--- config.mk ---
export PLATFORM = sky130hd
export DESIGN_NAME = pgm_header_parse_rle_encode_top_flat
export DESIGN_NICKNAME = d
export VERILOG_FILES = /design/src/rtl/phre_pkg.sv /design/src/rtl/phre_if.sv /design/src/rtl/pgm_header_parse_rle_encode_top.sv /design/src/flat_wrapper.sv
export SDC_FILE = /design/constraint.sdc
export NUM_CORES = 2
export LEC_CHECK = 0
export BUFFER_PORTS_ARGS = -buffer_cell sky130_fd_sc_hd__buf_4
export CORE_AREA = 2 2 199 250
export CTS_CLUSTER_DIAMETER = 200
export DETAILED_ROUTE_END_ITERATION = 10
export DIE_AREA = 0 0 201 252
export PLACE_DENSITY = 0.82
export SLEW_MARGIN = 20
export SYNTH_ARGS = -nofsm -noshare
export SYNTH_HDL_FRONTEND = slang
export SYNTH_SLANG_ARGS = --single-unit
--- constraint.sdc ---
create_clock -name clock -period 15.55 [get_ports clock]
set_input_delay 1.555 -clock clock [delete_from_list [all_inputs] [get_ports clock]]
set_output_delay 1.555 -clock clock [all_outputs]
set_load 0.02 [all_outputs]
--- src/rtl/phre_pkg.sv ---
// Shared types and constants for the grey-map header parser and run-length encoder.
// No dependencies; every other file in rtl/ refers to this package by scoped names.
package phre_pkg;

   // Port widths fixed by the item formats.
   localparam int PIXEL_BITS = 8;
   localparam int RUN_BITS   = 16;
   localparam int DIM_PORT_BITS = 16;
   localparam int KIND_BITS  = 2;

   // Longest run that one run item can carry.
   localparam logic [RUN_BITS-1:0] RUN_MAX = 16'hFFFF;

   // Characters that steer the header parser.
   localparam logic [7:0] CHAR_NEWLINE = 8'h0A;
   localparam logic [7:0] CHAR_SPACE   = 8'h20;
   localparam logic [7:0] CHAR_ZERO    = 8'h30;
   localparam logic [7:0] CHAR_NINE    = 8'h39;

   // Result queue geometry.
   localparam int FIFO_DEPTH = 4;
   localparam int FIFO_AW    = 2;
   localparam int FIFO_CW    = 3;

   typedef enum logic [2:0] {
      PH_MAGIC  = 3'd0,
      PH_WIDTH  = 3'd1,
      PH_HEIGHT = 3'd2,
      PH_MAXVAL = 3'd3,
      PH_PIXELS = 3'd4,
      PH_DONE   = 3'd5,
      PH_DRAIN  = 3'd6
   } phase_type;

   typedef enum logic [KIND_BITS-1:0] {
      KIND_HEADER   = 2'd0,
      KIND_RUN      = 2'd1,
      KIND_MISMATCH = 2'd2
   } kind_type;

   typedef struct packed {
      kind_type                  kind;
      logic [RUN_BITS-1:0]       run_length;
      logic [PIXEL_BITS-1:0]     pixel_value;
      logic [DIM_PORT_BITS-1:0]  image_width;
      logic [DIM_PORT_BITS-1:0]  image_height;
      logic [DIM_PORT_BITS-1:0]  max_value;
      logic                      bad_digit;
      logic                      last;
   } result_type;

endpackage

--- src/rtl/phre_if.sv ---
// Valid/ready channel interfaces for the byte input and the result output.
// Depends on phre_pkg for field widths.
interface phre_req_if;
   logic                           valid;
   logic                           ready;
   logic [phre_pkg::PIXEL_BITS-1:0] data_byte;
   logic                           end_of_file;

   modport source (output valid, output data_byte, output end_of_file, input ready);
   modport sink   (input valid, input data_byte, input end_of_file, output ready);
endinterface

interface phre_rsp_if;
   logic                              valid;
   logic                              ready;
   logic [phre_pkg::KIND_BITS-1:0]     result_kind;
   logic [phre_pkg::RUN_BITS-1:0]      run_length;
   logic [phre_pkg::PIXEL_BITS-1:0]    pixel_value;
   logic [phre_pkg::DIM_PORT_BITS-1:0] image_width;
   logic [phre_pkg::DIM_PORT_BITS-1:0] image_height;
   logic [phre_pkg::DIM_PORT_BITS-1:0] max_value;
   logic                              bad_digit;
   logic                              last;

   modport source (output valid, output result_kind, output run_length, output pixel_value,
                   output image_width, output image_height, output max_value,
                   output bad_digit, output last, input ready);
   modport sink   (input valid, input result_kind, input run_length, input pixel_value,
                   input image_width, input image_height, input max_value,
                   input bad_digit, input last, output ready);
endinterface

--- src/rtl/pgm_header_parse_rle_encode_top.sv ---
// Top level of the binary grey-map header parser and run-length encoder.
// Depends on phre_pkg and on the channel interfaces in phre_if.sv.

// The block takes a binary grey-map file one byte per item on req_chan and
// returns result items on rsp_chan. The magic line is skipped; width (ended
// by a space), height and maximum value (each ended by a newline) are read
// as decimal numbers that saturate at 2^DIM_BITS-1, and any non-digit inside
// them is dropped and raises bad_digit. The newline after the maximum value
// yields a header item. The following width*height bytes are pixels, coded
// as runs that continue across row ends; a run is closed by a change of
// value, by reaching 65535, or by the last pixel, which carries last = 1.
// A byte after the last pixel, or end_of_file before it, yields one size
// mismatch item with last = 1, and end_of_file always returns the parser to
// its reset state for the next file. Each byte is handled in the cycle it is
// accepted and its results enter a four-entry result queue, whose registered
// head drives rsp_chan. While the queue has room the block takes one byte
// every cycle; a byte can produce at most two results and the queue drains
// one per cycle, so req_chan.ready drops whenever fewer than two queue
// entries are free. A byte with two results is always followed by bytes
// with at most one, so with rsp_chan always ready the queue holds at most
// two items and the input never stalls; only a stalled rsp_chan closes it.
// The single 2*DIM_BITS-bit width*height product is formed at the
// maximum-value newline and registered.
module pgm_header_parse_rle_encode_top #(
   parameter int DIM_BITS = 16
) (
   input  logic             clock,
   input  logic             reset,
   phre_req_if.sink         req_chan,
   phre_rsp_if.source       rsp_chan
);

   localparam int PL_BITS  = 2 * DIM_BITS;
   localparam int MAC_BITS = DIM_BITS + 4;
   localparam logic [DIM_BITS-1:0] DIM_MAX = {DIM_BITS{1'b1}};

   // Parser and run state.
   phre_pkg::phase_type                phase_ff, phase_in, phase_step;
   logic [DIM_BITS-1:0]                acc_ff, acc_in;
   logic [DIM_BITS-1:0]                width_ff, width_in;
   logic [DIM_BITS-1:0]                height_ff, height_in;
   logic [PL_BITS-1:0]                 pixels_left_ff, pixels_left_in;
   logic [phre_pkg::PIXEL_BITS-1:0]    run_value_ff, run_value_in;
   logic [phre_pkg::RUN_BITS-1:0]      run_count_ff, run_count_in;
   logic                               digit_err_ff, digit_err_in;

   // Result queue.
   phre_pkg::result_type               fifo_ff [phre_pkg::FIFO_DEPTH];
   logic [phre_pkg::FIFO_AW-1:0]       wr_ptr_ff, wr_ptr_in;
   logic [phre_pkg::FIFO_AW-1:0]       rd_ptr_ff, rd_ptr_in;
   logic [phre_pkg::FIFO_CW-1:0]       count_ff, count_in;

   logic                               req_fire;
   logic                               rsp_fire;
   logic [phre_pkg::PIXEL_BITS-1:0]    byte_q;
   logic                               eof_q;
   logic                               is_digit;
   logic [7:0]                         digit_diff;
   logic [MAC_BITS-1:0]                acc_mac;
   logic [DIM_BITS-1:0]                acc_sat;
   logic                               dims_zero;
   logic [PL_BITS-1:0]                 area;
   logic                               run_start;
   logic                               run_extend;
   logic                               run_break;
   logic [phre_pkg::PIXEL_BITS-1:0]    rv_step;
   logic [phre_pkg::RUN_BITS-1:0]      rc_step;
   logic                               pix_last;

   logic                               r0_valid, r1_valid;
   phre_pkg::result_type               r0, r1, push_first;
   logic [1:0]                         push_n;
   phre_pkg::result_type               fifo_q;

   assign req_fire = req_chan.valid && req_chan.ready;
   assign rsp_fire = rsp_chan.valid && rsp_chan.ready;
   assign byte_q   = req_chan.data_byte;
   assign eof_q    = req_chan.end_of_file;

   // Decimal accumulate: acc * 10 + digit, built from two shifts, then saturated.
   assign is_digit   = byte_q inside {[phre_pkg::CHAR_ZERO:phre_pkg::CHAR_NINE]};
   assign digit_diff = byte_q - phre_pkg::CHAR_ZERO;
   assign acc_mac    = MAC_BITS'({acc_ff, 3'b000}) + MAC_BITS'({acc_ff, 1'b0})
                     + MAC_BITS'(digit_diff[3:0]);
   assign acc_sat    = (acc_mac > MAC_BITS'(DIM_MAX)) ? DIM_MAX : acc_mac[DIM_BITS-1:0];

   // An empty image is known from the operands, so the product is only registered.
   assign dims_zero = (width_ff == '0) || (height_ff == '0);
   assign area      = PL_BITS'(width_ff) * PL_BITS'(height_ff);

   // One pixel step of the run coder.
   assign run_start  = (run_count_ff == '0);
   assign run_extend = !run_start && (byte_q == run_value_ff)
                       && (run_count_ff != phre_pkg::RUN_MAX);
   assign run_break  = !run_start && !run_extend;
   assign rv_step    = run_extend ? run_value_ff : byte_q;
   assign rc_step    = run_extend ? (run_count_ff + 1'b1) : phre_pkg::RUN_BITS'(1);
   assign pix_last   = (pixels_left_ff == PL_BITS'(1));

   // Next state of the parser.
   always_comb begin
      phase_step     = phase_ff;
      acc_in         = acc_ff;
      width_in       = width_ff;
      height_in      = height_ff;
      pixels_left_in = pixels_left_ff;
      run_value_in   = run_value_ff;
      run_count_in   = run_count_ff;
      digit_err_in   = digit_err_ff;

      case (phase_ff)
         phre_pkg::PH_MAGIC: begin
            if (byte_q == phre_pkg::CHAR_NEWLINE) begin
               phase_step = phre_pkg::PH_WIDTH;
            end
         end
         phre_pkg::PH_WIDTH: begin
            if (byte_q == phre_pkg::CHAR_SPACE) begin
               width_in   = acc_ff;
               acc_in     = '0;
               phase_step = phre_pkg::PH_HEIGHT;
            end else if (is_digit) begin
               acc_in = acc_sat;
            end else begin
               digit_err_in = 1'b1;
            end
         end
         phre_pkg::PH_HEIGHT: begin
            if (byte_q == phre_pkg::CHAR_NEWLINE) begin
               height_in  = acc_ff;
               acc_in     = '0;
               phase_step = phre_pkg::PH_MAXVAL;
            end else if (is_digit) begin
               acc_in = acc_sat;
            end else begin
               digit_err_in = 1'b1;
            end
         end
         phre_pkg::PH_MAXVAL: begin
            if (byte_q == phre_pkg::CHAR_NEWLINE) begin
               acc_in         = '0;
               pixels_left_in = area;
               run_count_in   = '0;
               phase_step     = dims_zero ? phre_pkg::PH_DONE : phre_pkg::PH_PIXELS;
            end else if (is_digit) begin
               acc_in = acc_sat;
            end else begin
               digit_err_in = 1'b1;
            end
         end
         phre_pkg::PH_PIXELS: begin
            run_value_in   = rv_step;
            run_count_in   = rc_step;
            pixels_left_in = pixels_left_ff - 1'b1;
            if (pix_last) begin
               run_count_in = '0;
               phase_step   = phre_pkg::PH_DONE;
            end
         end
         phre_pkg::PH_DONE: begin
            phase_step = phre_pkg::PH_DRAIN;
         end
         default: begin
            // Trailing bytes after the mismatch item are dropped.
         end
      endcase

      phase_in = phase_step;
      if (eof_q) begin
         phase_in       = phre_pkg::PH_MAGIC;
         acc_in         = '0;
         width_in       = '0;
         height_in      = '0;
         pixels_left_in = '0;
         run_value_in   = '0;
         run_count_in   = '0;
         digit_err_in   = 1'b0;
      end
   end

   // Results of the current byte: at most two, in order r0 then r1.
   always_comb begin
      r0_valid = 1'b0;
      r1_valid = 1'b0;
      r0       = '0;
      r1       = '0;

      case (phase_ff)
         phre_pkg::PH_MAXVAL: begin
            if (byte_q == phre_pkg::CHAR_NEWLINE) begin
               r0_valid        = 1'b1;
               r0.kind         = phre_pkg::KIND_HEADER;
               r0.image_width  = phre_pkg::DIM_PORT_BITS'(width_ff);
               r0.image_height = phre_pkg::DIM_PORT_BITS'(height_ff);
               r0.max_value    = phre_pkg::DIM_PORT_BITS'(acc_ff);
               r0.bad_digit    = digit_err_ff;
               r0.last         = dims_zero;
            end
         end
         phre_pkg::PH_PIXELS: begin
            if (run_break) begin
               r0_valid       = 1'b1;
               r0.kind        = phre_pkg::KIND_RUN;
               r0.run_length  = run_count_ff;
               r0.pixel_value = run_value_ff;
            end
            if (pix_last) begin
               r1_valid       = 1'b1;
               r1.kind        = phre_pkg::KIND_RUN;
               r1.run_length  = rc_step;
               r1.pixel_value = rv_step;
               r1.last        = 1'b1;
            end
         end
         phre_pkg::PH_DONE: begin
            r0_valid = 1'b1;
            r0.kind  = phre_pkg::KIND_MISMATCH;
            r0.last  = 1'b1;
         end
         default: begin
         end
      endcase

      // A file that ends before its last pixel closes with a mismatch item.
      if (eof_q && (phase_step < phre_pkg::PH_DONE)) begin
         r1_valid = 1'b1;
         r1       = '0;
         r1.kind  = phre_pkg::KIND_MISMATCH;
         r1.last  = 1'b1;
      end
   end

   // Queue bookkeeping. Results are packed so the first valid one goes first.
   assign push_n     = req_fire ? (2'(r0_valid) + 2'(r1_valid)) : 2'd0;
   assign push_first = r0_valid ? r0 : r1;
   assign wr_ptr_in  = wr_ptr_ff + phre_pkg::FIFO_AW'(push_n);
   assign rd_ptr_in  = rd_ptr_ff + phre_pkg::FIFO_AW'(rsp_fire);
   assign count_in   = count_ff + phre_pkg::FIFO_CW'(push_n) - phre_pkg::FIFO_CW'(rsp_fire);

   always_ff @(posedge clock) begin
      if (reset) begin
         phase_ff       <= phre_pkg::PH_MAGIC;
         acc_ff         <= '0;
         width_ff       <= '0;
         height_ff      <= '0;
         pixels_left_ff <= '0;
         run_value_ff   <= '0;
         run_count_ff   <= '0;
         digit_err_ff   <= 1'b0;
         wr_ptr_ff      <= '0;
         rd_ptr_ff      <= '0;
         count_ff       <= '0;
      end else begin
         if (req_fire) begin
            phase_ff       <= phase_in;
            acc_ff         <= acc_in;
            width_ff       <= width_in;
            height_ff      <= height_in;
            pixels_left_ff <= pixels_left_in;
            run_value_ff   <= run_value_in;
            run_count_ff   <= run_count_in;
            digit_err_ff   <= digit_err_in;
         end
         wr_ptr_ff <= wr_ptr_in;
         rd_ptr_ff <= rd_ptr_in;
         count_ff  <= count_in;
      end
   end

   always_ff @(posedge clock) begin
      if (push_n != 2'd0) begin
         fifo_ff[wr_ptr_ff] <= push_first;
      end
      if (push_n == 2'd2) begin
         fifo_ff[wr_ptr_ff + 1'b1] <= r1;
      end
   end

   // Room for the worst case of two results keeps the input side open.
   assign req_chan.ready = (count_ff <= phre_pkg::FIFO_CW'(phre_pkg::FIFO_DEPTH - 2));

   assign fifo_q                = fifo_ff[rd_ptr_ff];
   assign rsp_chan.valid        = (count_ff != '0);
   assign rsp_chan.result_kind  = fifo_q.kind;
   assign rsp_chan.run_length   = fifo_q.run_length;
   assign rsp_chan.pixel_value  = fifo_q.pixel_value;
   assign rsp_chan.image_width  = fifo_q.image_width;
   assign rsp_chan.image_height = fifo_q.image_height;
   assign rsp_chan.max_value    = fifo_q.max_value;
   assign rsp_chan.bad_digit    = fifo_q.bad_digit;
   assign rsp_chan.last         = fifo_q.last;

   // The queue never holds more than its depth.
   assert property (@(posedge clock) disable iff (reset)
      count_ff <= phre_pkg::FIFO_CW'(phre_pkg::FIFO_DEPTH))
      else $error("result queue overfilled");

   // While pixels are expected, at least one is still outstanding.
   assert property (@(posedge clock) disable iff (reset)
      (phase_ff == phre_pkg::PH_PIXELS) |-> (pixels_left_ff != '0))
      else $error("pixel phase with no pixels left");

   // No run is open outside the pixel phase.
   assert property (@(posedge clock) disable iff (reset)
      (phase_ff != phre_pkg::PH_PIXELS) |-> (run_count_ff == '0))
      else $error("open run outside pixel phase");

   // An end-of-file byte always sends the parser back to the magic line.
   assert property (@(posedge clock) disable iff (reset)
      (req_fire && eof_q) |=> (phase_ff == phre_pkg::PH_MAGIC))
      else $error("end of file did not restart the parser");

endmodule
--- src/flat_wrapper.sv ---
// flat-port wrapper written by rule: the top's interface ports become plain ports
module pgm_header_parse_rle_encode_top_flat 
#(
   parameter int DIM_BITS = 16
)
  (clock, reset, req_chan_valid, req_chan_data_byte, req_chan_end_of_file, req_chan_ready, rsp_chan_valid, rsp_chan_result_kind, rsp_chan_run_length, rsp_chan_pixel_value, rsp_chan_image_width, rsp_chan_image_height, rsp_chan_max_value, rsp_chan_bad_digit, rsp_chan_last, rsp_chan_ready);
  phre_req_if req_chan_i ();
  phre_rsp_if rsp_chan_i ();
  input  logic clock;
  input  logic reset;
  input wire logic [$bits(req_chan_i.valid)-1:0] req_chan_valid;
  input wire logic [$bits(req_chan_i.data_byte)-1:0] req_chan_data_byte;
  input wire logic [$bits(req_chan_i.end_of_file)-1:0] req_chan_end_of_file;
  output wire logic [$bits(req_chan_i.ready)-1:0] req_chan_ready;
  output wire logic [$bits(rsp_chan_i.valid)-1:0] rsp_chan_valid;
  output wire logic [$bits(rsp_chan_i.result_kind)-1:0] rsp_chan_result_kind;
  output wire logic [$bits(rsp_chan_i.run_length)-1:0] rsp_chan_run_length;
  output wire logic [$bits(rsp_chan_i.pixel_value)-1:0] rsp_chan_pixel_value;
  output wire logic [$bits(rsp_chan_i.image_width)-1:0] rsp_chan_image_width;
  output wire logic [$bits(rsp_chan_i.image_height)-1:0] rsp_chan_image_height;
  output wire logic [$bits(rsp_chan_i.max_value)-1:0] rsp_chan_max_value;
  output wire logic [$bits(rsp_chan_i.bad_digit)-1:0] rsp_chan_bad_digit;
  output wire logic [$bits(rsp_chan_i.last)-1:0] rsp_chan_last;
  input wire logic [$bits(rsp_chan_i.ready)-1:0] rsp_chan_ready;
  assign req_chan_i.valid = req_chan_valid;
  assign req_chan_i.data_byte = req_chan_data_byte;
  assign req_chan_i.end_of_file = req_chan_end_of_file;
  assign req_chan_ready = req_chan_i.ready;
  assign rsp_chan_valid = rsp_chan_i.valid;
  assign rsp_chan_result_kind = rsp_chan_i.result_kind;
  assign rsp_chan_run_length = rsp_chan_i.run_length;
  assign rsp_chan_pixel_value = rsp_chan_i.pixel_value;
  assign rsp_chan_image_width = rsp_chan_i.image_width;
  assign rsp_chan_image_height = rsp_chan_i.image_height;
  assign rsp_chan_max_value = rsp_chan_i.max_value;
  assign rsp_chan_bad_digit = rsp_chan_i.bad_digit;
  assign rsp_chan_last = rsp_chan_i.last;
  assign rsp_chan_i.ready = rsp_chan_ready;
  pgm_header_parse_rle_encode_top #(.DIM_BITS(DIM_BITS)) u_core (.clock(clock), .reset(reset), .req_chan(req_chan_i), .rsp_chan(rsp_chan_i));
endmodule
==> results.py <==
metrics = {
    "floorplanning": {
        "rows": 90,
        "die_x_um": 201,
        "coreArea_sq_um": 48080,
        "start_util_pct": 59.61,
        "die-area_sq_um": 50650,
        "die_h_um": 252,
        "ioPinCount": 91,
    },
    "placed_design": {
        "portBuffers": 90,
        "dpl_worst_slack_ns": 8.772,
        "place.gp.congestion": 0.9569,
        "place_hpwl_mm": 52.71,
        "placed_area_sq_um": 29460,
    },
    "grt": {
        "grt_pass1_vias": 23860,
        "grt_max_degree": 114,
        "grt_pass1_wl_mm": 126.1,
        "grt-ovfl-total": 0,
        "antenna_found_initial": 1,
        "track_usage_pct": 31.19,
    },
    "synthesis": {
        "syn_inst": 2915,
        "ys_async_sr_fraction_pct": 0,
        "synth_commonest_cells": "311 x dfxtp_1, 296 x nand2_1, 257 x inv_1",
        "synth_area_per_cell_sq_um": 9.833,
        "synth_xor_area_share_pct": 1.619,
        "synth-seq-cells": 419,
        "synth.most_common_cell": "dfxtp_1",
        "syn_area_sq_um": 28660,
        "synth-compound-area-share_pct": 16.76,
        "ys_warn_count": 0,
        "yosys-top-cells-area": "dfxtp_1 22%, fa_1 14%, edfxtp_1 11%",
        "netlist-cell-type-count": 92,
        "synth_top_area_share_pct": 21.72,
        "ys_seq_area_share_pct": 33.04,
        "synthFlopType": "dfxtp_1",
        "synth_nets": 3270,
        "synth_simple_gate_area_share_pct": 14.44,
        "synth-adder-area-share_pct": 20.09,
        "synth_top_cell_by_area": "dfxtp_1",
        "synth_top_family_by_area": "adder cells",
        "synth_edf_count": 108,
        "yosys-mux-area-fraction_pct": 7.237,
    },
    "clocking": {
        "htreeDepth": 2,
        "numCtsBuffers": 43,
        "cts-hold-fix-buffers": 0,
        "clk_latency_ns": 0.59,
        "cts.sinks": 419,
        "cts_buffer_depth": 3,
        "post_cts_buffers": 0,
        "path_clk_slew_ns": 0.06,
        "cts_resized": 0,
        "tritoncts": "done",
        "root_buffer": "clkbuf_16",
    },
    "setup_path": {
        "cp_slowest_cell": "dfxtp_1",
        "start_kind": "flip-flop",
        "critPathBufInv": 5,
        "rr_endpoint": "u_core.pixels_left_ff[29]",
        "r2r_start": "u_core.width_ff[7]",
        "slowest_delay_ns": 1.05,
        "reg2reg_slack_ns": 8.73,
        "critical_path_arrival_ns": 7.29,
        "worstPathRequired_ns": 16.02,
        "critPathKind": "reg2reg",
        "reg2reg_depth": 21,
        "cp-end-kind": "flip-flop",
        "cp_max_fo": 22,
        "critical_path.cell_chain": "nand2_1 -> fa_1 -> inv_1 -> fa_1 -> inv_1 -> fa_1 -> inv_1 -> fa_1 -> fa_1 -> inv_1 -> fa_1 -> inv_1 -> ha_1 -> a21oi_1 -> o21ai_1 -> a221oi_1 -> nor3_1 -> nor4b_2 -> nor2_1 -> mux2_2 -> a211oi_1",
        "path_delay_family": "adder cells",
        "cpMostUsedCell": "fa_1",
    },
    "finish": {
        "area_delta_synth_final_pct": 7.971,
        "finalNetCount": 3202,
        "fillers": 3695,
        "layout-drive-gt1-share_pct": 11.04,
        "final_area_sq_um": 30950,
        "seqCellArea_sq_um": 9478,
        "multi_input_area_sq_um": 17330,
    },
    "sta": {
        "rsz0062_at_grt": "no",
        "finalHoldViolCount": 0,
        "period_needed_ns": 6.821,
        "setup-violations-final": 0,
        "slew_viol_final": 0,
        "slew_headroom_pct": 23.42,
        "worst_pin_slew_ns": 1.147,
        "clock_skew_ns": 0.03436,
        "hold_ws_ns": 0.4632,
        "fin_tns_setup_ns": 0,
        "fmax_mhz": 146.6,
        "fin_ws_ns": 8.729,
        "period_share_pct": 43.86,
    },
    "min_path": {
        "hold_path_depth": 1,
        "min_path_type": "reg2reg",
        "worstHoldEndpoint": "u_core.fifo_ff[2][18]",
        "worstHoldStart": "u_core.fifo_ff[2][18]",
    },
    "flow_run": {
        "maxCapViolCount": 0,
    },
    "pwr": {
        "powerDensity_nw_per_um2": 83.22,
        "vdd_ir_drop_max_mv": 0.09021,
        "power_leakage_uw": 0.01232,
    },
    "run_status": {
        "status": "finished clean",
    },
    "route": {
        "vias_per_cell": 6.613,
        "wl_per_cell_um": 22.41,
        "drt-total-wl_mm": 79.01,
        "dr.pass1.iters": 6,
        "drtIter0Drc": 2412,
        "drcViolationCount": 0,
        "num_vias": 23320,
        "antenna_left": 0,
    },
}
==> state kept, by name, summed over array words and instances (netlist names) <==
| name | count |
|---|---|
| u_core.wr_ptr_ff | 2 |
| u_core.run_count_ff | 16 |
| u_core.digit_err_ff | 1 |
| u_core.fifo_ff | 304 |
| u_core.width_ff | 16 |
| u_core.height_ff | 16 |
| u_core.phase_ff | 3 |
| u_core.pixels_left_ff | 32 |
| u_core.acc_ff | 16 |
| u_core.rd_ptr_ff | 2 |
| u_core.count_ff | 3 |
| u_core.run_value_ff | 8 |
==> worst max-delay path by stage <==
stage,cells after the start,from,slack (ns),end
finish,21,u_core.width_ff[7],8.73,u_core.pixels_left_ff[29]
global route,21,u_core.width_ff[7],8.40,u_core.pixels_left_ff[29]
CTS,19,u_core.width_ff[12],8.73,u_core.pixels_left_ff[29]
detailed placement,19,u_core.width_ff[12],8.77,u_core.pixels_left_ff[29]
global placement,21,u_core.width_ff[7],8.90,u_core.pixels_left_ff[29]
floorplan,23,u_core.width_ff[7],9.66,u_core.pixels_left_ff[29]
==> layer usage <==
| layer | GRT usage [%] | up-vias | wire length [um] |
|---|---|---|---|
| met2 | 53.93 | 1247 | 39180 |
| met5 | 0 | - | 0 |
| met1 | 38.02 | 11510 | 28690 |
| li1 | - | 10260 | - |
| met4 | 16.38 | 0 | 4301 |
| met3 | 4.379 | 307 | 6839 |
==> area by class of cell <==
type / instances / share of cell area [%]
Clock inverter: 17 / 0.6145
Tap cell: 644 / 2.604
Inverter: 262 / 3.178
Multi-Input combinational cell: 2002 / 55.99
Antenna cell: 1 / 0.008086
Timing Repair Buffer: 119 / 2.923
Sequential cell: 419 / 30.62
Clock buffer: 62 / 4.063
==> cell usage in the layout (no fill, tap or decap), types with 19 or more instances in the layout <==
cell type  synthesis  layout
nand2_1          296     296
fa_1             197     197
edfxtp_1         108     108
nor2_1           159     151
and2_1           123     123
mux2i_1           34      34
nor4_1            34      33
o22ai_1           19      19
buf_4             12     117
o21ai_0          138     138
nor3_1            53      51
inv_1            257     257
a21oi_1          142     142
a32o_1           198     198
a21o_1            23      23
mux4_2            76      76
xnor2_1           38      38
dfxtp_1          311     308
nand3_1           26      26
or3_1             20      20
clkbuf_16          0      43
ha_1             145     145
and3_1            23      23
nor2b_1           27      27
==> stage by stage <==
step | cells | utilization (%) | total power [uW]
floorplan | 2915 | - | 1427
global placement | 3444 | 61.26 | 1540
detailed placement | 3444 | 61.26 | 1548
CTS | 3523 | 64.28 | 2582
global route | 3526 | 64.36 | 2646
finish | 3526 | 64.36 | 2575
==> logic make-up after synthesis <==
kind of cell             Yosys count
adder cells (fa/ha/maj)          342
multiplexers                     112
AND/OR/NAND/NOR                  837
flip-flops                       419
buffers and inverters            494
XOR/XNOR                          53
AO/OA/AOI/OAI                    658
==> power by group <==
part / switching (uW) / internal (uW) / total (uW)
logic: 211 / 145 / 356
registers: 36.2 / 1130 / 1170
clock network: 447 / 603 / 1050
total: 694 / 1880 / 2580
Power figures use the tool's default switching activity.
